File: src/hw/rtl/bsa_pkg.sv
// Shared types, opcode field codes and operand select decode for the
// 4-bit slice ALU. No dependencies.
package bsa_pkg;

  localparam int unsigned NibW   = 4;
  localparam int unsigned OpW    = 9;
  localparam int unsigned RegCnt = 16;
  localparam int unsigned AddrW  = $clog2(RegCnt);

  // Source pair field, opcode bits 2..0
  typedef enum logic [2:0] {
    SRC_AQ = 3'd0,
    SRC_AB = 3'd1,
    SRC_ZQ = 3'd2,
    SRC_ZB = 3'd3,
    SRC_ZA = 3'd4,
    SRC_DA = 3'd5,
    SRC_DQ = 3'd6,
    SRC_DZ = 3'd7
  } src_t;

  // Function field, opcode bits 5..3
  typedef enum logic [2:0] {
    FN_ADD  = 3'd0,
    FN_SUBR = 3'd1,
    FN_SUBS = 3'd2,
    FN_OR   = 3'd3,
    FN_AND  = 3'd4,
    FN_NOTRS = 3'd5,
    FN_EXOR = 3'd6,
    FN_EXNOR = 3'd7
  } fn_t;

  // Destination field, opcode bits 8..6
  typedef enum logic [2:0] {
    DST_QREG  = 3'd0,
    DST_NOP   = 3'd1,
    DST_RAMA  = 3'd2,
    DST_RAMF  = 3'd3,
    DST_RAMQD = 3'd4,
    DST_RAMD  = 3'd5,
    DST_RAMQU = 3'd6,
    DST_RAMU  = 3'd7
  } dst_t;

  // R operand source
  typedef enum logic [1:0] {
    RSEL_ZERO = 2'd0,
    RSEL_A    = 2'd1,
    RSEL_D    = 2'd2
  } rsel_t;

  // S operand source
  typedef enum logic [1:0] {
    SSEL_ZERO = 2'd0,
    SSEL_A    = 2'd1,
    SSEL_B    = 2'd2,
    SSEL_Q    = 2'd3
  } ssel_t;

  typedef struct packed {
    logic [OpW-1:0]   opcode;
    logic [AddrW-1:0] addr_a;
    logic [AddrW-1:0] addr_b;
    logic [NibW-1:0]  data_in;
    logic             carry_in;
    logic             ram_lsb_in;
    logic             ram_msb_in;
    logic             q_lsb_in;
    logic             q_msb_in;
  } req_t;

  typedef struct packed {
    logic [NibW-1:0] y_out;
    logic            carry_out;
    logic            overflow;
    logic            propagate_n;
    logic            generate_n;
    logic            zero_flag;
    logic            sign_flag;
    logic            ram_lsb_out;
    logic            ram_msb_out;
    logic            q_lsb_out;
    logic            q_msb_out;
  } rsp_t;

  // Write-back controls from the ALU to the state holders
  typedef struct packed {
    logic            ram_we;
    logic [NibW-1:0] ram_data;
    logic            q_we;
    logic [NibW-1:0] q_data;
  } wb_t;

  function automatic rsel_t rsel_of(input src_t src);
    rsel_t sel;
    unique case (src)
      SRC_AQ, SRC_AB:         sel = RSEL_A;
      SRC_ZQ, SRC_ZB, SRC_ZA: sel = RSEL_ZERO;
      default:                sel = RSEL_D;
    endcase
    return sel;
  endfunction

  function automatic ssel_t ssel_of(input src_t src);
    ssel_t sel;
    unique case (src)
      SRC_AQ, SRC_ZQ, SRC_DQ: sel = SSEL_Q;
      SRC_AB, SRC_ZB:         sel = SSEL_B;
      SRC_ZA, SRC_DA:         sel = SSEL_A;
      default:                sel = SSEL_ZERO;
    endcase
    return sel;
  endfunction

endpackage

File: src/hw/rtl/bsa_if.sv
// Valid/ready channel interfaces for the slice ALU requests and results.
// Depends on bsa_pkg.
interface bsa_req_if;
  import bsa_pkg::*;
  logic valid;
  logic ready;
  req_t data;
  modport source (output valid, output data, input ready);
  modport sink (input valid, input data, output ready);
endinterface

interface bsa_rsp_if;
  import bsa_pkg::*;
  logic valid;
  logic ready;
  rsp_t data;
  modport source (output valid, output data, input ready);
  modport sink (input valid, input data, output ready);
endinterface

File: src/hw/rtl/bsa_ram.sv
// Generic RAM: one write port, two read ports with registered read data.
// No dependencies.
module bsa_ram #(
  parameter int unsigned Width = 4,
  parameter int unsigned Depth = 16
) (
  input  logic                     clk,
  input  logic                     we,
  input  logic [$clog2(Depth)-1:0] waddr,
  input  logic [Width-1:0]         wdata,
  input  logic                     re,
  input  logic [$clog2(Depth)-1:0] raddr0,
  input  logic [$clog2(Depth)-1:0] raddr1,
  output logic [Width-1:0]         rdata0,
  output logic [Width-1:0]         rdata1
);

  logic [Width-1:0] mem [Depth];

  // Write port
  always_ff @(posedge clk) begin
    if (we) begin
      mem[waddr] <= wdata;
    end
  end

  // Read ports return the old contents on a same-address write
  always_ff @(posedge clk) begin
    if (re) begin
      rdata0 <= mem[raddr0];
      rdata1 <= mem[raddr1];
    end
  end

endmodule

File: src/hw/rtl/bsa_alu.sv
// Operand select, 8-function ALU with lookahead flags, and destination
// decode for the slice. Combinational. Depends on bsa_pkg.
module bsa_alu (
  input  bsa_pkg::req_t          req,
  input  logic [bsa_pkg::NibW-1:0] a,
  input  logic [bsa_pkg::NibW-1:0] b,
  input  logic [bsa_pkg::NibW-1:0] q,
  output bsa_pkg::rsp_t          rsp,
  output bsa_pkg::wb_t           wb
);
  import bsa_pkg::*;

  src_t            src;
  fn_t             fn;
  dst_t            dst;
  logic [NibW-1:0] r, s, rr, ss, p, g, f;
  logic [NibW:0]   sum;
  logic [NibW-1:0] sum_lo;
  logic            c;
  logic            pall, gany, glook;
  logic            co, ovr, pn, gn;
  logic            lo, hi;

  assign src = src_t'(req.opcode[2:0]);
  assign fn  = fn_t'(req.opcode[5:3]);
  assign dst = dst_t'(req.opcode[8:6]);
  assign c   = req.carry_in;

  // Operand select
  always_comb begin
    unique case (rsel_of(src))
      RSEL_A:  r = a;
      RSEL_D:  r = req.data_in;
      default: r = '0;
    endcase
    unique case (ssel_of(src))
      SSEL_A:  s = a;
      SSEL_B:  s = b;
      SSEL_Q:  s = q;
      default: s = '0;
    endcase
  end

  // Operand inversion for subtract and the inverted-R logic functions
  always_comb begin
    rr = r;
    ss = s;
    if (fn == FN_SUBR || fn == FN_NOTRS || fn == FN_EXOR) begin
      rr = ~r;
    end else if (fn == FN_SUBS) begin
      ss = ~s;
    end
  end

  assign p      = rr | ss;
  assign g      = rr & ss;
  assign pall   = &p;
  assign gany   = |g;
  assign glook  = g[3] | (p[3] & g[2]) | (p[3] & p[2] & g[1]);
  assign sum    = {1'b0, rr} + {1'b0, ss} + {{NibW{1'b0}}, c};
  assign sum_lo = {1'b0, rr[2:0]} + {1'b0, ss[2:0]} + {{(NibW-1){1'b0}}, c};

  // Overflow terms of the exclusive functions
  assign lo = ~p[2] | (~g[2] & ~p[1]) | (~g[2] & ~g[1] & ~p[0])
            | (~g[2] & ~g[1] & ~g[0] & c);
  assign hi = ~p[3] | (~g[3] & ~p[2]) | (~g[3] & ~g[2] & ~p[1])
            | (~g[3] & ~g[2] & ~g[1] & ~p[0])
            | (~g[3] & ~g[2] & ~g[1] & ~g[0] & c);

  // Function result and flags
  always_comb begin
    unique case (fn)
      FN_ADD, FN_SUBR, FN_SUBS: begin
        f   = sum[NibW-1:0];
        co  = sum[NibW];
        ovr = sum_lo[NibW-1] ^ sum[NibW];
        pn  = ~pall;
        gn  = ~(glook | (p[3] & p[2] & p[1] & g[0]));
      end
      FN_OR: begin
        f   = p;
        pn  = 1'b0;
        gn  = pall;
        co  = ~pall | c;
        ovr = ~pall | c;
      end
      FN_AND, FN_NOTRS: begin
        f   = g;
        pn  = 1'b0;
        gn  = ~gany;
        co  = gany | c;
        ovr = gany | c;
      end
      default: begin
        f   = g | ~p;
        pn  = gany;
        gn  = glook | pall;
        co  = ~(glook | (pall & (g[0] | ~c)));
        ovr = lo ^ hi;
      end
    endcase
  end

  // Destination decode: write-back, result fields and shift ports
  always_comb begin
    wb              = '0;
    rsp             = '0;
    rsp.y_out       = (dst == DST_RAMA) ? a : f;
    rsp.carry_out   = co;
    rsp.overflow    = ovr;
    rsp.propagate_n = pn;
    rsp.generate_n  = gn;
    rsp.zero_flag   = (f == '0);
    rsp.sign_flag   = f[3];
    unique case (dst)
      DST_QREG: begin
        wb.q_we   = 1'b1;
        wb.q_data = f;
      end
      DST_NOP: begin
      end
      DST_RAMA, DST_RAMF: begin
        wb.ram_we   = 1'b1;
        wb.ram_data = f;
      end
      DST_RAMQD, DST_RAMD: begin
        wb.ram_we       = 1'b1;
        wb.ram_data     = {req.ram_msb_in, f[3:1]};
        rsp.ram_lsb_out = f[0];
        rsp.q_lsb_out   = q[0];
        if (dst == DST_RAMQD) begin
          wb.q_we   = 1'b1;
          wb.q_data = {req.q_msb_in, q[3:1]};
        end
      end
      default: begin
        wb.ram_we       = 1'b1;
        wb.ram_data     = {f[2:0], req.ram_lsb_in};
        rsp.ram_msb_out = f[3];
        rsp.q_msb_out   = q[3];
        if (dst == DST_RAMQU) begin
          wb.q_we   = 1'b1;
          wb.q_data = {q[2:0], req.q_lsb_in};
        end
      end
    endcase
  end

endmodule

File: src/hw/rtl/four_bit_slice_alu_with_regfile.sv
// Top level of the 4-bit slice ALU with 16-entry register file and Q.
// Each accepted request: RAM read and request capture on the accept edge,
// then execute and write back into the output register when the execute
// stage advances, held while a result waits untaken. Throughput: 1 request
// per cycle while results are taken, set by the single execute stage around
// the RAM read port. Reset: synchronous; register file entries and Q read as
// zero afterwards, no clearing pass. Depends on bsa_pkg, bsa_if, bsa_ram, bsa_alu.
module four_bit_slice_alu_with_regfile (
  input logic    clk,
  input logic    rst,
  bsa_req_if.sink   req,
  bsa_rsp_if.source rsp
);
  import bsa_pkg::*;

  logic              req_fire;
  logic              s1_valid;
  logic              s1_adv;
  req_t              s1_req;
  logic [NibW-1:0]   rd_a, rd_b;
  logic              rd_va, rd_vb;
  logic [RegCnt-1:0] entry_valid;
  logic              byp_valid;
  logic [AddrW-1:0]  byp_addr;
  logic [NibW-1:0]   byp_data;
  logic [NibW-1:0]   a, b;
  logic [NibW-1:0]   q;
  rsp_t              alu_rsp;
  wb_t               wb;
  logic              ram_we;
  logic              q_we;
  logic              rsp_valid;
  rsp_t              rsp_data;

  // Handshake and stage advance
  assign s1_adv    = !rsp_valid || rsp.ready;
  assign req.ready = !s1_valid || s1_adv;
  assign req_fire  = req.valid && req.ready;
  assign ram_we    = s1_valid && s1_adv && wb.ram_we;
  assign q_we      = s1_valid && s1_adv && wb.q_we;

  bsa_ram #(
    .Width (NibW),
    .Depth (RegCnt)
  ) u_ram (
    .clk    (clk),
    .we     (ram_we),
    .waddr  (s1_req.addr_b),
    .wdata  (wb.ram_data),
    .re     (req_fire),
    .raddr0 (req.data.addr_a),
    .raddr1 (req.data.addr_b),
    .rdata0 (rd_a),
    .rdata1 (rd_b)
  );

  // Execute stage request, entry-valid snapshot and write forwarding
  always_ff @(posedge clk) begin
    if (rst) begin
      s1_valid  <= 1'b0;
      byp_valid <= 1'b0;
    end else begin
      if (req_fire) begin
        s1_valid  <= 1'b1;
        byp_valid <= ram_we;
      end else if (s1_adv) begin
        s1_valid <= 1'b0;
      end
    end
    if (req_fire) begin
      s1_req   <= req.data;
      rd_va    <= entry_valid[req.data.addr_a];
      rd_vb    <= entry_valid[req.data.addr_b];
      byp_addr <= s1_req.addr_b;
      byp_data <= wb.ram_data;
    end
  end

  // Entries never written since reset read as zero
  always_ff @(posedge clk) begin
    if (rst) begin
      entry_valid <= '0;
    end else if (ram_we) begin
      entry_valid[s1_req.addr_b] <= 1'b1;
    end
  end

  // Operand fixup: write landing on the read edge wins over RAM data
  always_comb begin
    if (byp_valid && byp_addr == s1_req.addr_a) begin
      a = byp_data;
    end else begin
      a = rd_va ? rd_a : '0;
    end
    if (byp_valid && byp_addr == s1_req.addr_b) begin
      b = byp_data;
    end else begin
      b = rd_vb ? rd_b : '0;
    end
  end

  bsa_alu u_alu (
    .req (s1_req),
    .a   (a),
    .b   (b),
    .q   (q),
    .rsp (alu_rsp),
    .wb  (wb)
  );

  // Q register
  always_ff @(posedge clk) begin
    if (rst) begin
      q <= '0;
    end else if (q_we) begin
      q <= wb.q_data;
    end
  end

  // Output register
  always_ff @(posedge clk) begin
    if (rst) begin
      rsp_valid <= 1'b0;
    end else if (s1_adv) begin
      rsp_valid <= s1_valid;
    end
    if (s1_adv && s1_valid) begin
      rsp_data <= alu_rsp;
    end
  end

  assign rsp.valid = rsp_valid;
  assign rsp.data  = rsp_data;

  // Checks
  a_we_only_on_adv: assert property (@(posedge clk) disable iff (rst)
    ram_we |-> s1_valid && s1_adv)
    else $error("register file written without an executing request");

  a_entry_marked: assert property (@(posedge clk) disable iff (rst)
    ram_we |=> entry_valid[$past(s1_req.addr_b)])
    else $error("written entry not marked valid");

  a_q_hold: assert property (@(posedge clk) disable iff (rst)
    !(s1_valid && s1_adv) |=> $stable(q))
    else $error("Q changed without an executing request");

  a_empty_ready: assert property (@(posedge clk) disable iff (rst)
    !s1_valid |-> req.ready)
    else $error("request stalled with empty execute stage");

endmodule

File: src/flat_wrapper.sv
// flat-port wrapper written by rule: the top's interface ports become plain ports
module four_bit_slice_alu_with_regfile_flat import bsa_pkg::*;
  (clk, rst, req_valid, req_data, req_ready, rsp_valid, rsp_data, rsp_ready);
  bsa_req_if req_i ();
  bsa_rsp_if rsp_i ();
  input logic clk;
  input logic rst;
  input wire logic [$bits(req_i.valid)-1:0] req_valid;
  input wire logic [$bits(req_i.data)-1:0] req_data;
  output wire logic [$bits(req_i.ready)-1:0] req_ready;
  output wire logic [$bits(rsp_i.valid)-1:0] rsp_valid;
  output wire logic [$bits(rsp_i.data)-1:0] rsp_data;
  input wire logic [$bits(rsp_i.ready)-1:0] rsp_ready;
  assign req_i.valid = req_valid;
  assign req_i.data = req_data;
  assign req_ready = req_i.ready;
  assign rsp_valid = rsp_i.valid;
  assign rsp_data = rsp_i.data;
  assign rsp_i.ready = rsp_ready;
  four_bit_slice_alu_with_regfile u_core (.clk(clk), .rst(rst), .req(req_i), .rsp(rsp_i));
endmodule
File: config.mk
export PLATFORM = sky130hd
export DESIGN_NAME = four_bit_slice_alu_with_regfile_flat
export DESIGN_NICKNAME = d
export VERILOG_FILES = /design/src/hw/rtl/bsa_pkg.sv /design/src/hw/rtl/bsa_if.sv /design/src/hw/rtl/bsa_ram.sv /design/src/hw/rtl/bsa_alu.sv /design/src/hw/rtl/four_bit_slice_alu_with_regfile.sv /design/src/flat_wrapper.sv
export SDC_FILE = /design/constraint.sdc
export NUM_CORES = 1
export LEC_CHECK = 0
export ABC_AREA = 1
export BUFFER_PORTS_ARGS = -buffer_cell sky130_fd_sc_hd__buf_2
export CORE_MARGIN = 2
export CORE_UTILIZATION = 51
export CTS_CLUSTER_DIAMETER = 200
export DETAILED_ROUTE_END_ITERATION = 16
export PLACE_DENSITY = 0.69
export RECOVER_POWER = 25
export SLEW_MARGIN = 20
export SYNTH_ARGS = -nofsm -noshare
export SYNTH_HDL_FRONTEND = slang
export SYNTH_SLANG_ARGS = --single-unit
File: constraint.sdc
create_clock -name clk -period 4.4 [get_ports clk]
set_clock_uncertainty 0.05 [all_clocks]
set_input_delay 0.66 -clock clk [delete_from_list [all_inputs] [get_ports clk]]
set_output_delay 0.66 -clock clk [all_outputs]
set_load 0.05 [all_outputs]
### Yosys cells after proc, flatten, opt, wreduce, memory -nomap -nowiden

Memories as Yosys holds them, arrays and structs flattened. A register that Yosys moved wholly into a read port is not among the register bits.
Index checks and enable logic that the tools add are counted.
Widths: inputs -> output; s select.

* flip-flop bits (word level): 73
* latch bits: 0
* memory bits (writable): 64
* bits in read-only memories: 0
* output and inout port bits: 16
* word-level logic and storage cells: 182
* memories: 1

* add/subtract/negate cells: 4
* $mul: 0
* div/mod/pow operators: 0
* magnitude comparators: 4
* equal/unequal tests: 25
* shift-type cells: 0
* multiplexer cells: 31
* bitwise operators: 55
* reduce and logical (&&, ||, !) cells: 33

Memory list
* u_core.u_ram.mem: depth 16, bits a word 4, read ports 2, clocked after memory_dff 2, wr ports 1, line bsa_ram.sv:18 `logic [Width-1:0] mem [Depth];`

Operators by type and width (count)
* $mux 4: 8
* $pmux 5 s3: 2
* $eq 3x3->1 const B: 9
* $pmux 4 s3: 2
* $and 1x1->1: 18
* $eq 3x2->1 const B: 6
* $or 16x16->16: 1
* $lt 4x5->1 const B: 3
* $or 1x1->1: 15
* $reduce_or 3->1: 5
* $reduce_or 2->1: 7
* $not 1->1: 13
* $not 4->4: 3
* $mux 5: 2
* $eq 3x1->1 const B: 3
* $logic_not 3->1: 3
* $pmux 1 s3: 3
* $bmux 1 s4: 2
* $eq 4x4->1: 2
* $or 4x4->4: 2
* $pmux 4 s2: 1
* $logic_and 1x1->1: 7
* $mux 1: 7
* $eq 2x2->1 const B: 3
* 19 further kinds: 25

### Depth between registers and ports, before layout

* word-level depth: 17
* gate-level depth with buffers: 23
* gate-level depth less buffers: 23

### Hierarchy

A second synthesis with hierarchy kept.

* cell total of the unflattened synthesis: 986
* area, all modules: 8080.2 sq um

Modules (own cells, without submodules)
* bsa_ram: instances 1, cells an instance 441, area an instance 3821.2 sq um, seq. area each 2162.1 sq um
* four_bit_slice_alu_with_regfile: instances 1, cells an instance 317, area an instance 3034.2 sq um, seq. area each 1961.9 sq um
* bsa_alu: instances 1, cells an instance 228, area an instance 1224.9 sq um, seq. area each 0.0 sq um

### Worst setup path after synthesis

No wires, ideal clock.

* path type: reg2reg
* start point: reg u_core.byp_addr[0]
* end point: reg u_core.byp_data[1] (data pin)
* arrival time: 2.965 ns
* required time: 4.043 ns
* slack: 1.078 ns
* cell stages (with the launch flop): 17
* buffers on the path: 0
* clock period less this slack: 3.322 ns
* path through: edfxtp_1 > nand2_1 > nand2_1 > nor2_2 > nand3_2 > nand2_1 > and2_4 > nand2_2 > nand3_1 > nand2_1 > fa_1 > fa_1 > nand2_1 > nand3_1 > nand3_1 > nand2_2 > o221ai_1

RTL lines
* from (decl): line four_bit_slice_alu_with_regfile.sv:24 `logic [AddrW-1:0] byp_addr;`
* from (signal assigned): line four_bit_slice_alu_with_regfile.sv:74 `byp_addr <= s1_req.addr_b;`
* to (signal assigned): line four_bit_slice_alu_with_regfile.sv:75 `byp_data <= wb.ram_data;`
* to (decl): line four_bit_slice_alu_with_regfile.sv:25 `logic [NibW-1:0] byp_data;`

==> flow_summary.ini <==
[status]
status = finished with violations
violations = max-capacitance violations, max-slew violations

[synthesis]
synth_warnings = 0
synth_compound_area_share_pct = 15.3
ys_seq_elements = 145
synth.area.mux_share_pct = 0
synthXorXnorAreaFrac_pct = 0
synth_simple_gate_area_share_pct = 21.0
async_flop_share_pct = 0
synth_top_family_by_area = simple AND/OR/NAND/NOR gates
synth-edff-count = 122
ys_seq_area_share_pct = 54.2
synth_area_per_cell_um2 = 8.84
ys.flop_type = edfxtp_1
syn_nets = 900
syn-instance-count = 860
synth_adder_area_share_pct = 1.84
synth_area_um2 = 7600
synthDistinctLibCells = 34

[global_routing]
grt_usage_pct = 24.1
grt_max_degree = 67
gr-total-overflow = 0
antenna_found_initial = 0
grt_pass1_wl_mm = 29.2
grt_pass1_vias = 5663

[power]
irDropWorstVdd_mv = 0.310
p_leak_nw = 3.52
powerDensity_nw_per_um2 = 408

[placed_design]
io_buffers = 45
dp_slack_ps = 893
place.gp.congestion = 0.908
hpwl_mm = 13.0

[timing]
post-route-min-period_ps = 3540
rsz0062_at_grt = false
final_hold_viol_count = 0
finalWorstSetupSlack_ps = 860
setup_viol = 0
slew-limit-headroom_pct = -67.9
worst_pin_slew_ps = 2520
fmax_mhz = 282
fin_setup_tns_ps = 0
timing.final.max_slew_violations = 209
timing.hold.ws_ps = 360
timing.final.crit_share_pct = 80.5

[clock_tree]
hold_buffers = 0
cts_resized = 0
cts_buffer_depth = 2
cts_setup_buffers = 0
root_buffer = clkbuf_16
h-tree-depth = 4
cts.sinks = 145
insertion_delay_ps = 430
cts_tree = yes
numCtsBuffers = 17
clk_pin_slew_ps = 60

[floorplanning]
io_pins = 46
die_h_um = 126
die-area_um2 = 15900
num_rows = 44
die_w_um = 126
core-area_um2 = 14500
start_util_pct = 52.3

[layout]
area_growth_syn_to_layout_pct = 12.2
layout.nets = 940
nFillCells = 1275
seqCellArea_um2 = 4120
multi_input_area_um2 = 2890
n_antenna_cell = 0
drive_gt1_share_pct = 12.5
fin_util_pct = 58.7

[setup_path]
arrival_ps = 3640
path_cells = nand2_2 -> a21oi_4 -> inv_1 -> nand3_1 -> nand2_1 -> fa_1 -> fa_1 -> inv_1 -> nand2_1 -> nand3_1 -> nand3_1 -> nand2_2 -> inv_1 -> a22oi_2 -> o21ai_1 -> buf_4
reg2reg_depth = 16
end_kind = register
max_stage_delay_ps = 610
slowest_stage = edfxtp_1
critPathLaunchType = register
path_class = reg -> reg
critPathRequiredTime_ps = 4500
cp_max_fo = 17

[route]
routedWlPerCell_um = 17.2
via_per_inst = 5.64
wirelength_mm = 18.9
ant_nets = 0
firstDrtPassIters = 6
drt_iter0_drc = 701
post-route-drc-count = 0
via_count = 6185

[worst_hold_path]
hp-class = in -> reg
hold_depth = 1

[job]
maxCapViolCount = 4
==> flip-flops by register name, summed over array words and instances, names as in the netlist, 4 cells and up <==
name,flops
u_core.byp_data,4
u_core.rsp.data,14
u_core.byp_addr,4
u_core.u_ram.rdata1,4
u_core.entry_valid,16
u_core.u_ram.mem,64
u_core.q,4
u_core.s1_req,26
u_core.u_ram.rdata0,4
==> synthesized netlist by cell type (4+ instances only) <==
| cell | number | area [um^2] |
|---|---|---|
| a21oi_1 | 79 | 395 |
| buf_2 | 6 | 30.0 |
| clkbuf_1 | 24 | 90.1 |
| dfxtp_1 | 23 | 460 |
| edfxtp_1 | 122 | 3660 |
| ha_1 | 8 | 100 |
| inv_1 | 112 | 420 |
| inv_2 | 7 | 26.3 |
| nand2_1 | 174 | 653 |
| nand2_2 | 12 | 75.1 |
| nand3_1 | 60 | 300 |
| nand3_2 | 10 | 100 |
| nand4_1 | 16 | 100 |
| nor2_1 | 64 | 240 |
| nor2_4 | 4 | 45.0 |
| o211ai_1 | 20 | 150 |
| o21ai_0 | 81 | 405 |
| o221ai_1 | 12 | 105 |
==> worst max-delay path: cells and delay by family, from the launching register on <==
family                     cells  cell delay [ps]
AOI/OAI and AO/OA              3              460
adders and majority gates      2              900
buffers and inverters          4              520
DFF                            1              610
and+or+nand+nor                7              730
==> kinds of logic (layout without fill, tap and decap cells) <==
group	Yosys count	count (layout)
AND/OR/NAND/NOR	350	350
AO/OA/AOI/OAI	203	203
buffers and inverters	152	205
flip-flops	145	145
adder cells (fa/ha/maj)	10	10
==> layout by cell type (no fill, tap or decap), types with 17 or more instances in the layout <==
| master | count |
|---|---|
| a21oi_1 | 80 |
| buf_2 | 31 |
| clkbuf_16 | 17 |
| dfxtp_1 | 23 |
| edfxtp_1 | 122 |
| inv_1 | 111 |
| nand2_1 | 174 |
| nand3_1 | 60 |
| nor2_1 | 64 |
| o211ai_1 | 20 |
| o21ai_0 | 81 |
==> final cells by class <==
type | count | share of cell area [%]
Clock buffer | 19 | 5.31
Clock inverter | 13 | 1.48
Inverter | 121 | 5.32
Multi-Input combinational cell | 563 | 33.8
Sequential cell | 145 | 48.3
Tap cell | 184 | 2.70
Timing Repair Buffer | 52 | 3.05
==> worst paths after layout <==
kind	startpoint	end	slack (ps)
max	u_core.s1_req[22]$_DFFE_PP_	u_core.u_ram.mem[10][3]$_DFFE_PP_	860
max reg2reg	u_core.s1_req[22]$_DFFE_PP_	u_core.u_ram.mem[10][3]$_DFFE_PP_	860
min reg2reg	u_core.entry_valid[11]$_SDFFE_PP0P_	u_core.entry_valid[11]$_SDFFE_PP0P_	420
min	req_data[19]	u_core.s1_req[19]$_DFFE_PP_	360
==> where the power goes <==
part           internal [mW]  total, mW  switching, mW
registers               1.57       1.60         0.0270
logic                  0.139      0.489          0.350
clock network          0.816       1.39          0.575
total                   2.53       3.48          0.952
==> through the flow <==
step / total power [mW] / std cells / area (um^2)
after floorplan: 1.96 / 860 / 7600
after detailed placement: 2.11 / 1065 / 7980
final: 3.48 / 1097 / 8530
after CTS: 3.50 / 1097 / 8560
after global routing: 3.60 / 1097 / 8530
after global placement: 2.10 / 1065 / 7980
==> metal layers <==
| layer | GRT usage (%) | part of all wire [%] |
|---|---|---|
| met1 | 32.2 | 43 |
| met5 | 0 | 0 |
| met2 | 39.0 | 48 |
| met3 | 6.20 | 7.0 |
| met4 | 7.24 | 1.8 |
Note: power is estimated with default switching activity, not from simulation.
